### config.mk
export PLATFORM = sky130hd
export DESIGN_NAME = ps2_host_link_with_fifo_flat
export DESIGN_NICKNAME = d
export VERILOG_FILES = /design/src/rtl/core/ps2hl_pkg.sv /design/src/rtl/core/ps2hl_ifs.sv /design/src/rtl/core/ps2hl_ram.sv /design/src/rtl/core/ps2hl_rx.sv /design/src/rtl/core/ps2hl_tx.sv /design/src/rtl/core/ps2_host_link_with_fifo.sv /design/src/flat_wrapper.sv
export SDC_FILE = /design/constraint.sdc
export NUM_CORES = 2
export LEC_CHECK = 0
export ABC_AREA = 0
export BUFFER_PORTS_ARGS = -buffer_cell sky130_fd_sc_hd__buf_2
export CORE_ASPECT_RATIO = 0.7
export CORE_MARGIN = 1.5
export CORE_UTILIZATION = 53
export CTS_CLUSTER_DIAMETER = 30
export CTS_CLUSTER_SIZE = 28
export DETAILED_ROUTE_END_ITERATION = 12
export GPL_TIMING_DRIVEN = 1
export HOLD_SLACK_MARGIN = 0.03
export PLACE_DENSITY = 0.75
export SYNTH_ARGS = -nofsm -noshare
export SYNTH_HDL_FRONTEND = slang
export SYNTH_SLANG_ARGS = --single-unit
export TNS_END_PERCENT = 20
### constraint.sdc
create_clock -name clk -period 25 [get_ports clk]
set_input_delay 5 -clock clk [delete_from_list [all_inputs] [get_ports clk]]
set_output_delay 5 -clock clk [all_outputs]
set_load 0.005 [all_outputs]
### src/rtl/core/ps2hl_pkg.sv
// Types and constants shared by the PS/2 host link modules.
package ps2hl_pkg;

  typedef enum logic [1:0] {
    MODE_EDGE = 2'd0,
    MODE_TICK = 2'd1,
    MODE_POP  = 2'd2,
    MODE_SEND = 2'd3
  } ps2hl_mode_t;

  localparam logic [3:0]  FRAME_BITS    = 4'd11;
  localparam logic [15:0] TIMEOUT_RESET = 16'd250;
  localparam logic [15:0] MS_MAX        = 16'hFFFF;

  typedef struct packed {
    logic       done;
    logic [7:0] data;
  } ps2hl_rx_done_t;

  typedef struct packed {
    logic busy;
    logic drive_low;
    logic ack;
  } ps2hl_tx_stat_t;

endpackage

### src/rtl/core/ps2hl_ifs.sv
// Valid/ready channel interfaces of the PS/2 host link.
interface ps2hl_in_if;
  logic       valid;
  logic       ready;
  logic [1:0] mode;
  logic       data_bit;
  logic [7:0] send_byte;

  modport source (output valid, mode, data_bit, send_byte, input ready);
  modport sink   (input valid, mode, data_bit, send_byte, output ready);
endinterface

interface ps2hl_out_if;
  logic       valid;
  logic       ready;
  logic [7:0] rx_byte;
  logic       rx_valid;
  logic       drive_low;
  logic       tx_busy;
  logic       ack_bit;
  logic [7:0] fifo_count;

  modport source (output valid, rx_byte, rx_valid, drive_low, tx_busy, ack_bit, fifo_count,
                  input ready);
  modport sink   (input valid, rx_byte, rx_valid, drive_low, tx_busy, ack_bit, fifo_count,
                  output ready);
endinterface

interface ps2hl_cfg_if;
  logic        valid;
  logic        ready;
  logic [15:0] data;

  modport source (output valid, data, input ready);
  modport sink   (input valid, data, output ready);
endinterface

### src/rtl/core/ps2hl_ram.sv
// Generic single-write, single-read RAM with a registered read port.
module ps2hl_ram #(
  parameter int WIDTH = 8,
  parameter int DEPTH = 256
) (
  input  logic                     clk,
  input  logic                     we,
  input  logic [$clog2(DEPTH)-1:0] waddr,
  input  logic [WIDTH-1:0]         wdata,
  input  logic                     re,
  input  logic [$clog2(DEPTH)-1:0] raddr,
  output logic [WIDTH-1:0]         rdata
);

  logic [WIDTH-1:0] mem_r [DEPTH];
  logic [WIDTH-1:0] rdata_r;

  always_ff @(posedge clk) begin
    if (we) begin
      mem_r[waddr] <= wdata;
    end
    if (re) begin
      rdata_r <= mem_r[raddr];
    end
  end

  assign rdata = rdata_r;

endmodule

### src/rtl/core/ps2hl_rx.sv
// Receive frame assembler with the inter-edge timeout counter.
module ps2hl_rx (
  input  logic                     clk,
  input  logic                     rst_n,
  input  logic                     edge_ev,
  input  logic                     tick_ev,
  input  logic                     data_bit,
  input  logic [15:0]              timeout,
  output ps2hl_pkg::ps2hl_rx_done_t done_o
);
  import ps2hl_pkg::*;

  logic [3:0]  bit_idx_r, bit_idx_nxt;
  logic [7:0]  shift_r, shift_nxt;
  logic [15:0] ms_r, ms_nxt;
  logic [3:0]  idx_base, idx_inc;
  logic [7:0]  sh_base, sh_upd;

  always_comb begin
    bit_idx_nxt = bit_idx_r;
    shift_nxt   = shift_r;
    ms_nxt      = ms_r;
    done_o      = '0;
    idx_base    = bit_idx_r;
    sh_base     = shift_r;
    sh_upd      = shift_r;
    idx_inc     = bit_idx_r;
    if (edge_ev) begin
      // A stale partial frame is thrown away before this bit is taken.
      if (ms_r > timeout) begin
        idx_base = '0;
        sh_base  = '0;
      end
      ms_nxt = '0;
      sh_upd = sh_base;
      if (idx_base inside {[4'd1:4'd8]}) begin
        sh_upd[3'(idx_base - 4'd1)] = sh_base[3'(idx_base - 4'd1)] | data_bit;
      end
      idx_inc = idx_base + 4'd1;
      if (idx_inc >= FRAME_BITS) begin
        done_o.done = 1'b1;
        done_o.data = sh_upd;
        bit_idx_nxt = '0;
        shift_nxt   = '0;
      end else begin
        bit_idx_nxt = idx_inc;
        shift_nxt   = sh_upd;
      end
    end else if (tick_ev && (ms_r != MS_MAX)) begin
      ms_nxt = ms_r + 16'd1;
    end
  end

  always_ff @(posedge clk) begin
    if (!rst_n) begin
      bit_idx_r <= '0;
      shift_r   <= '0;
      ms_r      <= '0;
    end else begin
      bit_idx_r <= bit_idx_nxt;
      shift_r   <= shift_nxt;
      ms_r      <= ms_nxt;
    end
  end

endmodule

### src/rtl/core/ps2hl_tx.sv
// Transmit frame sequencer: data, parity, release and acknowledge sampling.
module ps2hl_tx (
  input  logic                     clk,
  input  logic                     rst_n,
  input  logic                     edge_ev,
  input  logic                     start_ev,
  input  logic                     data_bit,
  input  logic [7:0]               send_byte,
  output logic                     busy,
  output ps2hl_pkg::ps2hl_tx_stat_t stat_nxt
);
  import ps2hl_pkg::*;

  logic [3:0] step_r, step_nxt;
  logic [8:0] pattern_r, pattern_nxt;
  logic       drive_r, drive_nxt;
  logic       ack_r, ack_nxt;

  assign busy = (step_r inside {[4'd1:FRAME_BITS]});

  always_comb begin
    step_nxt    = step_r;
    pattern_nxt = pattern_r;
    drive_nxt   = drive_r;
    ack_nxt     = ack_r;
    if (edge_ev && busy) begin
      if (step_r <= 4'd9) begin
        drive_nxt = pattern_r[step_r - 4'd1];
      end else if (step_r == 4'd10) begin
        drive_nxt = 1'b0;
      end
      if (step_r >= FRAME_BITS) begin
        ack_nxt  = data_bit;
        step_nxt = '0;
      end else begin
        step_nxt = step_r + 4'd1;
      end
    end else if (start_ev && !busy) begin
      // The inverted odd parity bit equals the XOR of the data bits.
      pattern_nxt = {^send_byte, ~send_byte};
      step_nxt    = 4'd1;
      drive_nxt   = 1'b1;
      ack_nxt     = 1'b1;
    end
  end

  always_comb begin
    stat_nxt.busy      = (step_nxt inside {[4'd1:FRAME_BITS]});
    stat_nxt.drive_low = drive_nxt;
    stat_nxt.ack       = ack_nxt;
  end

  always_ff @(posedge clk) begin
    if (!rst_n) begin
      step_r    <= '0;
      pattern_r <= '0;
      drive_r   <= 1'b0;
      ack_r     <= 1'b1;
    end else begin
      step_r    <= step_nxt;
      pattern_r <= pattern_nxt;
      drive_r   <= drive_nxt;
      ack_r     <= ack_nxt;
    end
  end

endmodule

### src/rtl/core/ps2_host_link_with_fifo.sv
// PS/2 host link top level: event decode, receive FIFO and result register.
// An item's result is registered and appears in the cycle after its beat is accepted.
// Throughput: one item per cycle unless the result beat stalls; a pop reads the FIFO
// RAM through its single registered read port, and the byte written by one beat is
// readable by the next. Reset is synchronous and active low and clears control state;
// the FIFO RAM needs no clearing pass, as only entries between the pointers are read.
module ps2_host_link_with_fifo #(
  parameter int FIFO_DEPTH = 256
) (
  input  logic        clk,
  input  logic        rst_n,
  ps2hl_in_if.sink    in_if,
  ps2hl_out_if.source out_if,
  ps2hl_cfg_if.sink   cfg_if
);
  import ps2hl_pkg::*;

  localparam int AW = $clog2(FIFO_DEPTH);
  // The fill level is worked out at least eight bits wide so that the
  // low byte can be reported whatever the depth.
  localparam int FW = (AW > 8) ? AW : 8;

  function automatic logic [AW-1:0] ptr_next(input logic [AW-1:0] p);
    return (p == AW'(FIFO_DEPTH - 1)) ? '0 : p + AW'(1);
  endfunction

  // Configuration register: the frame timeout in milliseconds.
  logic [15:0] timeout_r, timeout_nxt;

  // FIFO pointers; both pre-increment, so the FIFO holds one byte fewer
  // than its depth.
  logic [AW-1:0] wp_r, wp_nxt, rp_r, rp_nxt, wp_inc, rp_inc;

  // Result register, which parts the input side from the output side.
  logic       out_valid_r, out_valid_nxt;
  logic       rx_valid_r, rx_valid_nxt;
  logic       drive_r, drive_nxt;
  logic       busy_r, busy_nxt;
  logic       ack_r, ack_nxt;
  logic [7:0] count_r, count_nxt;

  logic           accept;
  ps2hl_mode_t    mode_w;
  logic           tx_busy_now;
  ps2hl_tx_stat_t tx_stat;
  ps2hl_rx_done_t rx_done;
  logic           ram_we, ram_re;
  logic [7:0]     ram_rdata;
  logic [FW-1:0]  wp_x, rp_x, fill;

  // A new beat is taken whenever the result register is empty or is being
  // emptied in the same cycle.
  assign in_if.ready  = rst_n && (!out_valid_r || out_if.ready);
  assign cfg_if.ready = rst_n;
  assign accept       = in_if.valid && in_if.ready;
  assign mode_w       = ps2hl_mode_t'(in_if.mode);

  assign timeout_nxt = (cfg_if.valid && cfg_if.ready) ? cfg_if.data : timeout_r;

  // Clock edges belong to the transmitter while it is busy, and to the
  // receiver otherwise.
  ps2hl_tx u_tx (
    .clk       (clk),
    .rst_n     (rst_n),
    .edge_ev   (accept && (mode_w == MODE_EDGE)),
    .start_ev  (accept && (mode_w == MODE_SEND)),
    .data_bit  (in_if.data_bit),
    .send_byte (in_if.send_byte),
    .busy      (tx_busy_now),
    .stat_nxt  (tx_stat)
  );

  ps2hl_rx u_rx (
    .clk      (clk),
    .rst_n    (rst_n),
    .edge_ev  (accept && (mode_w == MODE_EDGE) && !tx_busy_now),
    .tick_ev  (accept && (mode_w == MODE_TICK)),
    .data_bit (in_if.data_bit),
    .timeout  (timeout_r),
    .done_o   (rx_done)
  );

  assign wp_inc = ptr_next(wp_r);
  assign rp_inc = ptr_next(rp_r);

  // A finished byte is dropped when the FIFO is full. A pop on an empty
  // FIFO leaves the pointers alone and reports no data.
  always_comb begin
    wp_nxt = wp_r;
    rp_nxt = rp_r;
    ram_we = 1'b0;
    ram_re = 1'b0;
    if (rx_done.done && (wp_inc != rp_r)) begin
      wp_nxt = wp_inc;
      ram_we = 1'b1;
    end
    if (accept && (mode_w == MODE_POP) && (rp_r != wp_r)) begin
      rp_nxt = rp_inc;
      ram_re = 1'b1;
    end
  end

  // The read and write never hit the same entry in one cycle: the write
  // goes one place past the newest byte, the read to an older one.
  ps2hl_ram #(
    .WIDTH (8),
    .DEPTH (FIFO_DEPTH)
  ) u_ram (
    .clk   (clk),
    .we    (ram_we),
    .waddr (wp_inc),
    .wdata (rx_done.data),
    .re    (ram_re),
    .raddr (rp_inc),
    .rdata (ram_rdata)
  );

  // Fill level after this beat, modulo the depth.
  always_comb begin
    wp_x = FW'(wp_nxt);
    rp_x = FW'(rp_nxt);
    if (wp_nxt >= rp_nxt) begin
      fill = wp_x - rp_x;
    end else begin
      fill = wp_x + FW'(FIFO_DEPTH) - rp_x;
    end
  end

  always_comb begin
    out_valid_nxt = out_valid_r;
    rx_valid_nxt  = rx_valid_r;
    drive_nxt     = drive_r;
    busy_nxt      = busy_r;
    ack_nxt       = ack_r;
    count_nxt     = count_r;
    if (accept) begin
      out_valid_nxt = 1'b1;
      rx_valid_nxt  = ram_re;
      drive_nxt     = tx_stat.drive_low;
      busy_nxt      = tx_stat.busy;
      ack_nxt       = tx_stat.ack;
      count_nxt     = fill[7:0];
    end else if (out_if.ready) begin
      out_valid_nxt = 1'b0;
    end
  end

  always_ff @(posedge clk) begin
    if (!rst_n) begin
      timeout_r   <= TIMEOUT_RESET;
      wp_r        <= '0;
      rp_r        <= '0;
      out_valid_r <= 1'b0;
    end else begin
      timeout_r   <= timeout_nxt;
      wp_r        <= wp_nxt;
      rp_r        <= rp_nxt;
      out_valid_r <= out_valid_nxt;
    end
  end

  always_ff @(posedge clk) begin
    rx_valid_r <= rx_valid_nxt;
    drive_r    <= drive_nxt;
    busy_r     <= busy_nxt;
    ack_r      <= ack_nxt;
    count_r    <= count_nxt;
  end

  // The RAM read data holds until the next pop, so it stays put while the
  // result beat is stalled.
  assign out_if.valid      = out_valid_r;
  assign out_if.rx_byte    = rx_valid_r ? ram_rdata : 8'd0;
  assign out_if.rx_valid   = rx_valid_r;
  assign out_if.drive_low  = drive_r;
  assign out_if.tx_busy    = busy_r;
  assign out_if.ack_bit    = ack_r;
  assign out_if.fifo_count = count_r;

endmodule

### src/flat_wrapper.sv
// flat-port wrapper written by rule: the top's interface ports become plain ports
module ps2_host_link_with_fifo_flat import ps2hl_pkg::*;
#(
  parameter int FIFO_DEPTH = 256
)
  (clk, rst_n, in_if_valid, in_if_mode, in_if_data_bit, in_if_send_byte, in_if_ready, out_if_valid, out_if_rx_byte, out_if_rx_valid, out_if_drive_low, out_if_tx_busy, out_if_ack_bit, out_if_fifo_count, out_if_ready, cfg_if_valid, cfg_if_data, cfg_if_ready);
  ps2hl_in_if in_if_i ();
  ps2hl_out_if out_if_i ();
  ps2hl_cfg_if cfg_if_i ();
  input  logic clk;
  input  logic rst_n;
  input wire logic [$bits(in_if_i.valid)-1:0] in_if_valid;
  input wire logic [$bits(in_if_i.mode)-1:0] in_if_mode;
  input wire logic [$bits(in_if_i.data_bit)-1:0] in_if_data_bit;
  input wire logic [$bits(in_if_i.send_byte)-1:0] in_if_send_byte;
  output wire logic [$bits(in_if_i.ready)-1:0] in_if_ready;
  output wire logic [$bits(out_if_i.valid)-1:0] out_if_valid;
  output wire logic [$bits(out_if_i.rx_byte)-1:0] out_if_rx_byte;
  output wire logic [$bits(out_if_i.rx_valid)-1:0] out_if_rx_valid;
  output wire logic [$bits(out_if_i.drive_low)-1:0] out_if_drive_low;
  output wire logic [$bits(out_if_i.tx_busy)-1:0] out_if_tx_busy;
  output wire logic [$bits(out_if_i.ack_bit)-1:0] out_if_ack_bit;
  output wire logic [$bits(out_if_i.fifo_count)-1:0] out_if_fifo_count;
  input wire logic [$bits(out_if_i.ready)-1:0] out_if_ready;
  input wire logic [$bits(cfg_if_i.valid)-1:0] cfg_if_valid;
  input wire logic [$bits(cfg_if_i.data)-1:0] cfg_if_data;
  output wire logic [$bits(cfg_if_i.ready)-1:0] cfg_if_ready;
  assign in_if_i.valid = in_if_valid;
  assign in_if_i.mode = in_if_mode;
  assign in_if_i.data_bit = in_if_data_bit;
  assign in_if_i.send_byte = in_if_send_byte;
  assign in_if_ready = in_if_i.ready;
  assign out_if_valid = out_if_i.valid;
  assign out_if_rx_byte = out_if_i.rx_byte;
  assign out_if_rx_valid = out_if_i.rx_valid;
  assign out_if_drive_low = out_if_i.drive_low;
  assign out_if_tx_busy = out_if_i.tx_busy;
  assign out_if_ack_bit = out_if_i.ack_bit;
  assign out_if_fifo_count = out_if_i.fifo_count;
  assign out_if_i.ready = out_if_ready;
  assign cfg_if_i.valid = cfg_if_valid;
  assign cfg_if_i.data = cfg_if_data;
  assign cfg_if_ready = cfg_if_i.ready;
  ps2_host_link_with_fifo #(.FIFO_DEPTH(FIFO_DEPTH)) u_core (.clk(clk), .rst_n(rst_n), .in_if(in_if_i), .out_if(out_if_i), .cfg_if(cfg_if_i));
endmodule
# Word-level counts from Yosys, hierarchy flattened
# Memories as Yosys holds them, arrays and structs flattened. A register that Yosys moved wholly into a read port is not among the register bits.
# Index checks and enable logic that the tools add are counted.
# word_totals
n_memories,1
ramBits,2048
word_cells,113
in_bits,32
register_bits,88
output_inout_bits,23
# mem_list
memory,depth,width,read_ports,rd_clocked_by_memory_dff,wr,line_no,text
u_core.u_ram.mem_r,256,8,1,1,1,ps2hl_ram.sv:15,logic [WIDTH-1:0] mem_r [DEPTH];
# classes
n_addsub,8
mux,37
eq_ne,9
bitwise,4
reduce_logical,25
n_lt_le_gt_ge,13
# ops
op,count
two-way mux 8 bit,9
two-way mux 4 bit,6
two-way mux 9 bit,2
logical AND 1 bit,17
"adder 16 x 1 -> 16 bit, second input constant",1
"adder 8 x 1 -> 8 bit, second input constant",2
"== test 8 bit, second input constant",2
> comparator 16 bit,1
"<= comparator 4 bit, second input constant",4
two-way mux 1 bit,16
"inequality test 16 bit, second input constant",1
inequality test 8 bit,2
">= comparator 4 x 1 -> 1 bit, second input constant",3
"adder 4 x 1 -> 4 bit, second input constant",2
bitwise mux 8 bit,1
">= comparator 4 bit, second input constant",2
NOT 8 bit,1
parity 8 bit,1
subtractor 8 bit,1
"less-than comparator 4 x 5 -> 1 bit, second input constant",1
binary-select mux 1 bit (select 4 bit),1
"== test 2 bit, second input constant",2
"== test 4 bit, second input constant",1
"less-than comparator 3 x 4 -> 1 bit, second input constant",1
14 further kinds,16

# Longest topological paths before layout
# logic_depth
word_depth,20
depth_mapped,25
mapped_depth_nobuf,24

# Hierarchy
# From an unflattened synthesis, not the netlist that was laid out.
# unflattened
hier_cells,4390
area_unflattened_um2,85425.7
# modules_own_cells
module,area_per_inst_um2,cells_per_inst,seq_area_each_um2,instances
ps2hl_ram,79636.4,3733,61739.2,1
ps2_host_link_with_fifo,2697.6,286,1021.0,1
ps2hl_rx,2089.5,259,560.5,1
ps2hl_tx,1002.2,112,300.3,1

# Worst setup path before layout
# No wires, ideal clock.
# synth_timing
path_kind,input-to-reg
startpoint,in rst_n
endpoint,"mem u_core.u_ram.mem_r[0][2], data pin"
slack_ns,6.138
cell_stages,6
t_required_ns,22.755
t_arrival_ns,16.617
path_buffers,2
path_cell_list,clkbuf_1 > nand3_1 > nor4_2 > o211ai_1 > clkbuf_1 > a211oi_1
# synth_rtl
item,line_no,text
start: declaration,flat_wrapper.sv:11,input logic rst_n;
end: declaration,ps2hl_ram.sv:15,

# Worst setup path after layout
# layout_timing
startpoint,in rst_n
endpoint,out in_if_ready
# layout_between
elab_chain_cells,1
# layout_rtl
item,line_no,text
logical AND 1 bit,ps2_host_link_with_fifo.sv:53,assign in_if.ready = rst_n && (!out_valid_r || out_if.ready);
end: declaration,flat_wrapper.sv:16,output wire logic [$bits(in_if_i.ready)-1:0] in_if_ready;
# No other way between the ends.

==> impl_metrics.env <==
export IMPL_status="finished clean"
export IMPL_firstDrtPassIters=8
export IMPL_timing_fmax_mhz=94.52
export IMPL_placement_io_buffers=54
export IMPL_ctsHoldBuffers=0
export IMPL_floorplan_io_pins=55
export IMPL_timing_clock_skew_ns=0.05106
export IMPL_clkTransAtPathRegs_ns=0.05
export IMPL_timing_hold_worst_start="u_core.timeout_r[8]$_SDFFE_PN0P_"
export IMPL_post_dp_cell_area_um2=88270
export IMPL_detail_route_wirelength_mm=233.0
export IMPL_core_area_um2=161000
export IMPL_maxSlewHeadroom_pct=1.900
export IMPL_tightestPinTransition_ns=1.456
export IMPL_post_synthesis_adder_cell_area_fraction_pct=0.5754
export IMPL_avgSynthCellArea_um2=17.34
export IMPL_worstPathRequired_ns=20.00
export IMPL_final_critical_path_share_of_the_clock_period_pct=42.32
export IMPL_synth_top_cell_by_area="edfxtp_1"
export IMPL_worstReg2RegEnd="u_core.u_ram.mem_r[17][2]$_DFFE_PP_"
export IMPL_timing_setup_tns_ns=0
export IMPL_grt_max_degree=185
export IMPL_cts_inserted_buffers=233
export IMPL_postSynthNetCount=5037
export IMPL_worst_skew_pair_late_latency_ns=0.86
export IMPL_detail_route_vias_per_cell=6.710
export IMPL_timing_worst_setup_path_type="in -> out"
export IMPL_synthXorXnorAreaFrac_pct=0.6190
export IMPL_hold_class="reg -> reg"
export IMPL_residual_drc=0
export IMPL_global_route_usage_total_pct=28.16
export IMPL_post_cts_setup_buffers=0
export IMPL_place_ws_ns=14.43
export IMPL_numClockSinks=2144
export IMPL_placed_cells=6945
export IMPL_ys_async_sr_fraction_pct=0
export IMPL_globalRoute_totalOverflow=0
export IMPL_synth_top_family_by_area="multiplexers"
export IMPL_start_kind="input pin"
export IMPL_worst_hold_path_num_cells=2
export IMPL_netlist_cell_type_count=87
export IMPL_finish_cell_count_without_fillers=7394
export IMPL_antenna_violations_before_repair=3
export IMPL_timing_critical_path_arrival_ns=5.58
export IMPL_cp_end_kind="output port"
export IMPL_grt_pass1_wl_mm=336.1
export IMPL_critical_path_reg2reg_startpoint="u_core.timeout_r[13]$_SDFFE_PN0P_"
export IMPL_synth_area_leaders="edfxtp_1 (72%), mux4_2 (8.5%), nand2_1 (2.3%), dfxtp_1 (1.8%), mux2i_1 (1.7%)"
export IMPL_yosys_register_bits=2144
export IMPL_synth_enable_flop_cells=2068
export IMPL_rows=123
export IMPL_final_hold_violation_count=0
export IMPL_finalPower_mw=7.571
export IMPL_vdd_ir_drop_max_mv=0.08338
export IMPL_dr_total_vias=49617
export IMPL_grt_setup_unrepaired="no"
export IMPL_grt_pass1_vias=47302
export IMPL_final_max_slew_violation_count=0
export IMPL_setup_viol=0
export IMPL_worst_path_max_fanout=18
export IMPL_summed_instance_area_of_the_synthesized_netlist_um2=86110
export IMPL_synth_compound_area_share_pct=4.962
export IMPL_cap_viol_max_count=0
export IMPL_num_fill_cells=11070
export IMPL_hold_path_endpoint="u_core.timeout_r[8]$_SDFFE_PN0P_"
export IMPL_synth_top_area_share_pct=72.12
export IMPL_final_design_area_no_fill_um2=96680
export IMPL_postLayoutCoreUtil_pct=60.06
export IMPL_postSynth_topFlopCell="edfxtp_1"
export IMPL_reg2reg_setup_slack_ns=17.38
export IMPL_power_density_cell_area_nw_per_um2=78.31
export IMPL_min_period_ns=10.58
export IMPL_power_static_leakage_nw=29.21
export IMPL_synth_sequential_area_ratio_pct=73.88
export IMPL_initial_core_util_pct=53.49
export IMPL_ff2ff_path_depth=21
export IMPL_cts_repair_resize_count=0
export IMPL_cts_tree="done"
export IMPL_synth_cells=4966
export IMPL_fp_dieH_um=340.2
export IMPL_hold_slack_ns=0.4907
export IMPL_layout_setup_ws_ns=14.42
export IMPL_synth_warn=0
export IMPL_drive_above_1_share_pct=18.33
export IMPL_synth_simple_gate_area_share_pct=6.223
export IMPL_htreeDepth=4
export IMPL_cts_root_buffer_cell="clkbuf_16"
export IMPL_die_outline_area_um2=164900
export IMPL_area_growth_syn_to_layout_pct=12.28
export IMPL_clk_path_buf_depth=3
export IMPL_layout_cells_most_common_list="edfxtp_1 (2068), nand2_1 (538), nor2_1 (370)"
export IMPL_gp_congestion=0.8885
export IMPL_remaining_number_of_nets_flagged_by_the_antenna_check_after_routing=0
export IMPL_die_w_um=484.8
export IMPL_most_common_library_cell_in_the_layout_ignoring_fill_and_taps="edfxtp_1"
export IMPL_wire_per_inst_um=31.51
export IMPL_synth_mux_area_fraction_pct=11.35
export IMPL_detailed_placement_hpwl_mm=134.5
export IMPL_initialDrtViolationCount=8183
export IMPL_nNetsFinal=5126
[final cells by class]
type	instances	area, um2	area share, %
Antenna cell	3	7.507	0.007765
Sequential cell	2144	63620	65.80
Clock inverter	199	2461	2.546
Multi-Input combinational cell	2474	20690	21.40
Timing Repair Buffer	154	1121	1.160
Tap cell	2125	2659	2.750
Inverter	48	180.2	0.1864
Clock buffer	247	5946	6.150
[cell families after synthesis]
| family | count (synthesis) |
|---|---|
| and+or+nand+nor | 1255 |
| AOI/OAI and AO/OA | 609 |
| DFF | 2144 |
| xor gates and xnor gates | 60 |
| adders and majority gates | 39 |
| buffers and inverters | 348 |
| muxes | 511 |
[report_power, final]
part | internal, mW | leakage [nW] | switching (mW) | total (mW)
logic | 0.00951 | 7.80 | 0.0148 | 0.0243
registers | 3.88 | 17.4 | 0.00210 | 3.88
clock network | 2.08 | 4.04 | 1.59 | 3.67
[registers in the layout, indices dropped and copies added (netlist names), 4 cells and up, named ones only]
| name | count |
|---|---|
| u_core.out_if.fifo_count | 8 |
| u_core.wp_r | 6 |
| u_core.u_ram.rdata | 8 |
| u_core.u_ram.mem_r | 2048 |
| u_core.u_rx.shift_r | 8 |
| u_core.u_rx.ms_r | 16 |
| u_core.timeout_r | 16 |
| u_core.u_tx.pattern_r | 9 |
| u_core.rp_r | 8 |
| u_core.u_tx.step_r | 4 |
| u_core.u_rx.bit_idx_r | 4 |
[synth_stat cells (all sizes together), types with 9 or more instances]
cell        n
edfxtp   2068
nand2     539
nor2      381
mux4      361
nand3     165
clkbuf    158
mux2i     148
buf       142
o21ai     113
a32oi     102
a21oi      84
dfxtp      76
o22ai      74
inv        47
a31oi      42
ha         38
xnor2      37
a211oi     34
a22oi      33
nor3       31
nand4      28
xor2       23
and2       20
and3       20
nor4       20
o2111ai    18
o211ai     16
a2111oi    13
nor2b      12
a221oi     10
nand2b     10
o31ai       9
[worst max-delay path, cell delays in order]
cell and delay, ns:
buf_2 0.29, and2_1 0.18, buf_2 0.11
[per-layer routing]
metal | up-vias | part of all wire (%) | track usage (%)
li1 | 20073 | - | -
met1 | 25140 | 38 | 41.34
met2 | 3936 | 42 | 38.88
met3 | 462 | 16 | 10.62
met4 | 6 | 3.2 | 9.293
met5 | - | 0.018 | 0
[worst max path at each step]
stage           from                                  to  slack [ns]
2_1_floorplan  rst_n  u_core.u_ram.mem_r[0][2]$_DFFE_PP_        6.14
3_3_place_gp   rst_n                         in_if_ready       14.41
3_5_place_dp   rst_n                         in_if_ready       14.43
4_1_cts        rst_n                         in_if_ready       14.42
5_1_grt        rst_n                         in_if_ready       14.35
6_report       rst_n                         in_if_ready       14.42
(Power assumes the default switching activity.)
